File: src/design/meshb_pkg.sv
package meshb_pkg;

  localparam int VERT_W  = 12;
  localparam int SLOT_W  = 8;
  localparam int EPOCH_W = 8;

  localparam logic [7:0] VERTEX_LIMIT_RESET = 8'd64;
  localparam logic [7:0] INDEX_LIMIT_RESET  = 8'd126;
  localparam logic [7:0] TRI_INDICES        = 8'd3;

  localparam logic REG_VERTEX_LIMIT = 1'b0;
  localparam logic REG_INDEX_LIMIT  = 1'b1;

  typedef enum logic {
    CMD_ADD    = 1'b0,
    CMD_FINISH = 1'b1
  } cmd_t;

  typedef enum logic [1:0] {
    KIND_VERTEX   = 2'd0,
    KIND_TRIANGLE = 2'd1,
    KIND_CLOSE    = 2'd2
  } kind_t;

  typedef struct packed {
    cmd_t              cmd;
    logic [VERT_W-1:0] va;
    logic [VERT_W-1:0] vb;
    logic [VERT_W-1:0] vc;
  } job_t;

  typedef struct packed {
    logic [EPOCH_W-1:0] epoch;
    logic [SLOT_W-1:0]  slot;
  } entry_t;

  typedef struct packed {
    kind_t             kind;
    logic [VERT_W-1:0] global_vertex;
    logic [7:0]        local_a;
    logic [7:0]        local_b;
    logic [7:0]        local_c;
    logic [7:0]        meshlet_vertices;
    logic [7:0]        meshlet_indices;
    logic              last;
  } result_t;

endpackage

File: src/design/meshb_front.sv
module meshb_front #(
  parameter int MAX_VERTICES = 4096
) (
  input  logic            clk,
  input  logic            rst,
  input  logic            in_valid,
  output logic            in_ready,
  input  meshb_pkg::cmd_t in_cmd,
  input  logic [11:0]     in_va,
  input  logic [11:0]     in_vb,
  input  logic [11:0]     in_vc,
  input  logic            init_busy,
  output meshb_pkg::job_t job,
  output logic            job_valid,
  input  logic            job_ready
);

  localparam int AW    = $clog2(MAX_VERTICES);
  localparam int DEPTH = 4;
  localparam int PW    = $clog2(DEPTH);

  meshb_pkg::job_t q [DEPTH];
  logic [PW-1:0]   wr_ptr;
  logic [PW-1:0]   rd_ptr;
  logic [PW:0]     count;

  logic            accept;
  logic            push;
  logic            pop;
  logic            in_range;
  logic [AW+11:0]  ext_a;
  logic [AW+11:0]  ext_b;
  logic [AW+11:0]  ext_c;

  assign ext_a = {{AW{1'b0}}, in_va};
  assign ext_b = {{AW{1'b0}}, in_vb};
  assign ext_c = {{AW{1'b0}}, in_vc};

  assign in_range = (ext_a < (AW + 12)'(MAX_VERTICES)) &&
                    (ext_b < (AW + 12)'(MAX_VERTICES)) &&
                    (ext_c < (AW + 12)'(MAX_VERTICES));

  // A triangle that names a vertex outside the table is dropped here.
  assign in_ready  = (count != (PW + 1)'(DEPTH)) && !init_busy;
  assign accept    = in_valid && in_ready;
  assign push      = accept && ((in_cmd == meshb_pkg::CMD_FINISH) || in_range);
  assign job_valid = (count != '0);
  assign pop       = job_valid && job_ready;
  assign job       = q[rd_ptr];

  always_ff @(posedge clk) begin
    if (rst) begin
      wr_ptr <= '0;
      rd_ptr <= '0;
      count  <= '0;
    end else begin
      if (push) begin
        q[wr_ptr] <= '{cmd: in_cmd, va: in_va, vb: in_vb, vc: in_vc};
        wr_ptr    <= wr_ptr + 1'b1;
      end
      if (pop) begin
        rd_ptr <= rd_ptr + 1'b1;
      end
      if (push && !pop) begin
        count <= count + 1'b1;
      end else if (pop && !push) begin
        count <= count - 1'b1;
      end
    end
  end

endmodule

File: config.mk
export PLATFORM = sky130hd
export DESIGN_NAME = meshb_front
export DESIGN_NICKNAME = d
export VERILOG_FILES = /design/src/design/meshb_pkg.sv /design/src/design/meshb_front.sv
export SDC_FILE = /design/constraint.sdc
export NUM_CORES = 1
export LEC_CHECK = 0
export BUFFER_PORTS_ARGS = -buffer_cell sky130_fd_sc_hd__buf_4
export CORE_UTILIZATION = 35
export CTS_BUF_LIST = sky130_fd_sc_hd__clkbuf_2 sky130_fd_sc_hd__clkbuf_4 sky130_fd_sc_hd__clkbuf_8
export DETAILED_ROUTE_END_ITERATION = 8
export SLEW_MARGIN = 20
export SYNTH_ARGS = -nofsm -noshare
export SYNTH_HDL_FRONTEND = slang
export SYNTH_SLANG_ARGS = --single-unit
File: constraint.sdc
create_clock -name clk -period 5.45 [get_ports clk]
set_clock_uncertainty 0.2 [all_clocks]
set_input_delay 0 -clock clk [delete_from_list [all_inputs] [get_ports clk]]
set_output_delay 0 -clock clk [all_outputs]
set_load 0.1 [all_outputs]
Yosys cells after proc, flatten, opt, wreduce, memory -nomap -nowiden
Memory sizes are Yosys's and may differ from the RTL's. A register that Yosys moved wholly into a read port is not among the register bits.
Index checks and enable logic that the tools add are counted.
Storage, ports and cells
  bits of input ports: 42
  RAM bits: 148
  bits in registers: 7
  logic and storage cells: 33
  output and inout port bits: 39
  memories: 1
Memory list
  q: words 4, bits a word 37, rd ports 1, clocked after Yosys merged registers in 1, wr ports 1, line meshb_front.sv:22  | meshb_pkg::job_t q [DEPTH];
Operators by class
  add/subtract/negate cells: 4
  reductions and logical operators: 14
  equality and inequality tests: 1
  $lt $le $gt $ge: 3
  muxes and demuxes: 7
Operator list (number)
  < comparator 12 x 13 -> 1 bit (second input constant): 3
  logical AND 1 bit: 8
  two-way mux 3 bit: 2
  adder 2 x 1 -> 2 bit (second input constant): 2
  two-way mux 2 bit: 2
  adder 3 x 1 -> 3 bit (second input constant): 1
  logical NOT 1 bit: 3
  two-way mux 1 bit: 3
  != test 3 bit (second input constant): 1
  nonzero test 3 bit: 1
  subtractor 3 x 1 -> 3 bit (second input constant): 1
  nonzero test 2 bit: 1
  logical OR 1 bit: 1

Depth between registers and ports, before layout
  depth in word-level cells: 9
  depth in mapped cells: 9
  mapped depth without buffers: 9

Worst setup path after synthesis
OpenSTA, ideal clock, no wires.
  path kind: reg-to-reg
  from: reg count[0]
  to: mem q[1][0] (netlist bit) (enable)
  arrival: 3.704 ns
  data required time: 4.765 ns
  slack: 1.061 ns
  setup time: 0.485 ns
  buffers on the path: 0
  cell stages (with the launch flop): 4
  period minus slack after synthesis: 4.389 ns
  cell sequence: dfxtp_1 nor3b_2 or3b_4 nor3b_1
On the way
  cells in the longest elaborated chain, start to end: 7
RTL lines
  start: declaration: line meshb_front.sv:25  | logic [PW:0] count;
  start signal: assignment: line meshb_front.sv:65  | count <= count + 1'b1;
  start signal: assignment: line meshb_front.sv:67  | count <= count - 1'b1;
  != test 3 bit: line meshb_front.sv:44  | assign in_ready = (count != (PW + 1)'(DEPTH)) && !init_busy;
  logical AND 1 bit: line meshb_front.sv:44
  logical AND 1 bit: line meshb_front.sv:45  | assign accept = in_valid && in_ready;
  logical AND 1 bit: line meshb_front.sv:46  | assign push = accept && ((in_cmd == meshb_pkg::CMD_FINISH) || in_range);
  two-way mux 1 bit: line meshb_front.sv:57  | if (push) begin
  two-way mux 1 bit: line meshb_front.sv:52  | if (rst) begin
  two-way mux 1 bit (implied by the code): line meshb_front.sv:58  | q[wr_ptr] <= '{cmd: in_cmd, va: in_va, vb: in_vb, vc: in_vc};
  end: declaration: line meshb_front.sv:22
Every way passes these cells.

Final worst setup path
  from: reg count[0]
  to: reg count[2]
On the way
  cells in the longest elaborated chain, start to end: 7
  elaborated cells between the ends (all ways): 15
  classes of those cells: add/sub: 2; eq/ne: 1; mux: 2; reduce/logical: 10
RTL lines
  != test 3 bit (*): line meshb_front.sv:44
  logical AND 1 bit (*): line meshb_front.sv:44
  logical AND 1 bit (*): line meshb_front.sv:45
  named net accept: line meshb_front.sv:27  | logic accept;
  logical AND 1 bit (*): line meshb_front.sv:46
  logical NOT 1 bit: line meshb_front.sv:66  | end else if (pop && !push) begin
  logical AND 1 bit: line meshb_front.sv:66
  nonzero test 2 bit (no line)
Mark *: on every way through the listed nets, which the timed path passes. The rest lies on a longest branch. The select of a mux whose other input is x is not followed.
A chain may end at the register's enable or synchronous reset.

==> summary.txt <==
Critical path
  – Crit. End Element: flip-flop
  – Family with the most delay on the worst path: simple AND/OR/NAND/NOR gates
  – R2r setup slk: roughly 2.1 ns
  – Worst-path fanout max: 6
  – Critical Path RT: 5.62 ns
  – Worst setup SP type: flip-flop
  – CP arrival: between 3 and 4 ns
  – Buf+Inv Stages, Crit Path: 3
  – Crit Path Class: reg2reg
  – Crit-path cells: nor3b_2 -> or3b_4 -> dlygate4sd3_1 -> inv_4 -> ha_1 -> inv_1 -> fa_1 -> xor2_1 -> or3_2 -> a21oi_1
  – Max stage delay cell, worst path: dlygate4sd3_1
  – CP max stage delay: 0.62 ns

Clock network
  – Clock sink count: approximately 160
  – CTS root buffer: clkbuf_8
  – Clk Latency, worst-skew pair: 0.43 ns
  – Reg clk slew, reported paths: 0.08 ns
  – CTS Buf Count: 17
  – Postcts setup bufs: 0
  – Post_cts resized: 0
  – CTS tree: done
  – Clock buffer depth: 2
  – H-Tree Depth: 4

Timing
  – Hold Vio Cnt, Final: 0
  – Worst Max-Slew Pin Slew: 0.993 ns
  – Final period util: 61.5%
  – Relative slew margins: between 30% and 40%
  – Clock period minus final worst setup slack: 3.35 ns
  – Fmax: ~300 MHz
  – Hold Slack: 0.106 ns
  – Final setup vio count: 0
  – Max Slew Vio Count: 0
  – Fin Setup TNS: 0 ns
  – Unrepaired setup endpoints after global routing: false

Yosys
  – Async S/R FF share, synth: 0%
  – Post-synth EDFFs: between 100 and 150
  – Most common cell in the netlist: edfxtp_1
  – Yosys top cell by area: edfxtp_1
  – Area contributors post-synth: edfxtp_1 76%, mux4_2 14%, dfxtp_1 3.1%, ha_1 1.1%, xor2_1 0.60%
  – Synthesized net count: 290
  – Synth top area share: 76.2%
  – Syn. warnings: 0
  – Synthesized flop and latch total: 157
  – Unique masters post-synth: 25
  – Cell Area, Synth: approximately 0.0058 sq mm
  – Seq/Total Area, Yosys: 79.2%
  – Main synth FF type: edfxtp_1
  – Synth cell count leaders: 148 x edfxtp_1, 37 x mux4_2, 9 x dfxtp_1
  – Avg Inst Size Synth: 24.1 sq um
  – Cells after Synth: ~240

Power
  – Maximum VDD drop: 0.000229 V
  – Leak: 2.52 nW
  – Cell Pwr Density: 494 mW/mm^2

Status
  – Outcome: completed

Floorplan
  – IO Pins: 81
  – Die W: about 130 microns
  – Initial Util: approximately 36%
  – Number of cell rows: 46
  – Die ar.: about 0.017 sq mm
  – Core area: 0.0161 sq mm
  – Die Ht: 131 microns

Drt
  – 1st-iter DRT viols: 150
  – 1st-pass router iterations: 4
  – WL final: around 10 mm
  – ANT nets after route: 0
  – Via density: 4.58
  – DRC Markers: 0
  – Vias: 2778
  – Wire per inst: 16.6 microns

Cells and area
  – Fraction of layout cells with a size suffix above 1: 41.0%
  – Nets: 425
  – Number of inserted diodes: 0
  – Finished Core Util: a little under half
  – Non-filler cells, final: 606
  – Synth-to-Final Area Change: 28.5%
  – Design Area, Final: 0.00750 sq mm

Global routing
  – All-Layer GR Usage: 12.7%
  – Initial antenna violation count: 0
  – Vias in the first global route: 3035
  – First-pass GRT wire length: 16.0 mm
  – Largest net degree at the start of global routing: 38
  – GRT overflow: 0

Placed design
  – GP Congestion: a little over 0.7
  – Cell Area, Placed: approximately 0.0067 sq mm
  – Input/output buffers: 80
  – DPL Wire Length: roughly 5.9 mm
  – Cell total after placement: roughly 530

Flow run
  – Max-cap viol count: 0

Worst hold path
  – Hold Crit Class: in2reg
-- worst paths after layout --
check / startpoint / to / cells after the start
min: in_vc[5] / q[2][5] / 2
max: count[0] / count[2] / 10
min reg2reg: wr_ptr[1] / wr_ptr[1] / 2
max reg2reg: count[0] / count[2] / 10
-- cell type report --
type	instances	area, sq um
sequential	157	4630
inverter	4	17.5
timing repair buffer	125	1040
clock buffer	18	241
tap	216	270
clock inverter	14	149
multi-input combinational	72	1150
fill	1372	8560
-- flip-flops by register name, indices dropped and copies added, names as in the netlist, named ones only --
name / flops
count: 3
q: 148
wr_ptr: 2
rd_ptr: 2
-- placed cells by master (no fill, tap or decap), types with 2 or more instances in the layout --
cell	n
inv_1	3
mux4_2	37
clkinv_2	3
dfxtp_1	7
clkbuf_8	17
nor2_1	8
ha_1	5
nand2b_1	2
dlygate4sd3_1	41
buf_4	84
nor3b_2	4
or3_2	2
clkinv_1	5
bufinv_16	3
edfxtp_1	148
mux2i_1	2
xor2_1	4
-- through the flow --
stage / total power (W) / setup slack (ns)
finish: 0.00370 / 2.10
global placement: 0.00288 / 2.85
floorplan: 0.00263 / 1.06
CTS: 0.00375 / 2.11
detailed placement: 0.00289 / 2.73
global route: 0.00383 / 1.98
-- power breakdown --
group / switching (W) / total [W] / internal [W] / leakage (nW)
registers: 0.000121 / 0.00149 / 0.00137 / 1.41
logic: 0.000984 / 0.00138 / 0.000395 / 0.911
clock network: 0.000389 / 0.000838 / 0.000449 / 0.198
total: 0.00149 / 0.00370 / 0.00221 / 2.52
-- per-layer routing --
layer / track usage [%] / vias up / wire [microns]
met1: 14.3 / 1418 / 4150
met4: 5.49 / 0 / 161
li1: - / 1275 / -
met3: 3.24 / 14 / 434
met2: 22.5 / 71 / 5340
met5: 0 / - / 0
-- kinds of logic after synthesis --
logic type | after synthesis | synth area share (%)
AO/OA/AOI/OAI | 4 | 0.450
AND/OR/NAND/NOR | 18 | 1.99
adder cells (fa/ha/maj) | 6 | 1.42
XOR/XNOR | 4 | 0.600
buffers and inverters | 13 | 1.41
multiplexers | 40 | 14.9
flip-flops | 157 | 79.2
-- what timing repair did --
| item | 4_1_cts | 5_1_grt |
|---|---|---|
| setup endpoints to repair | 0 | 0 |
| hold buffers | 41 | 0 |
| hold endpoints to repair | 157 | 0 |
Power figures use the tool's default switching activity.
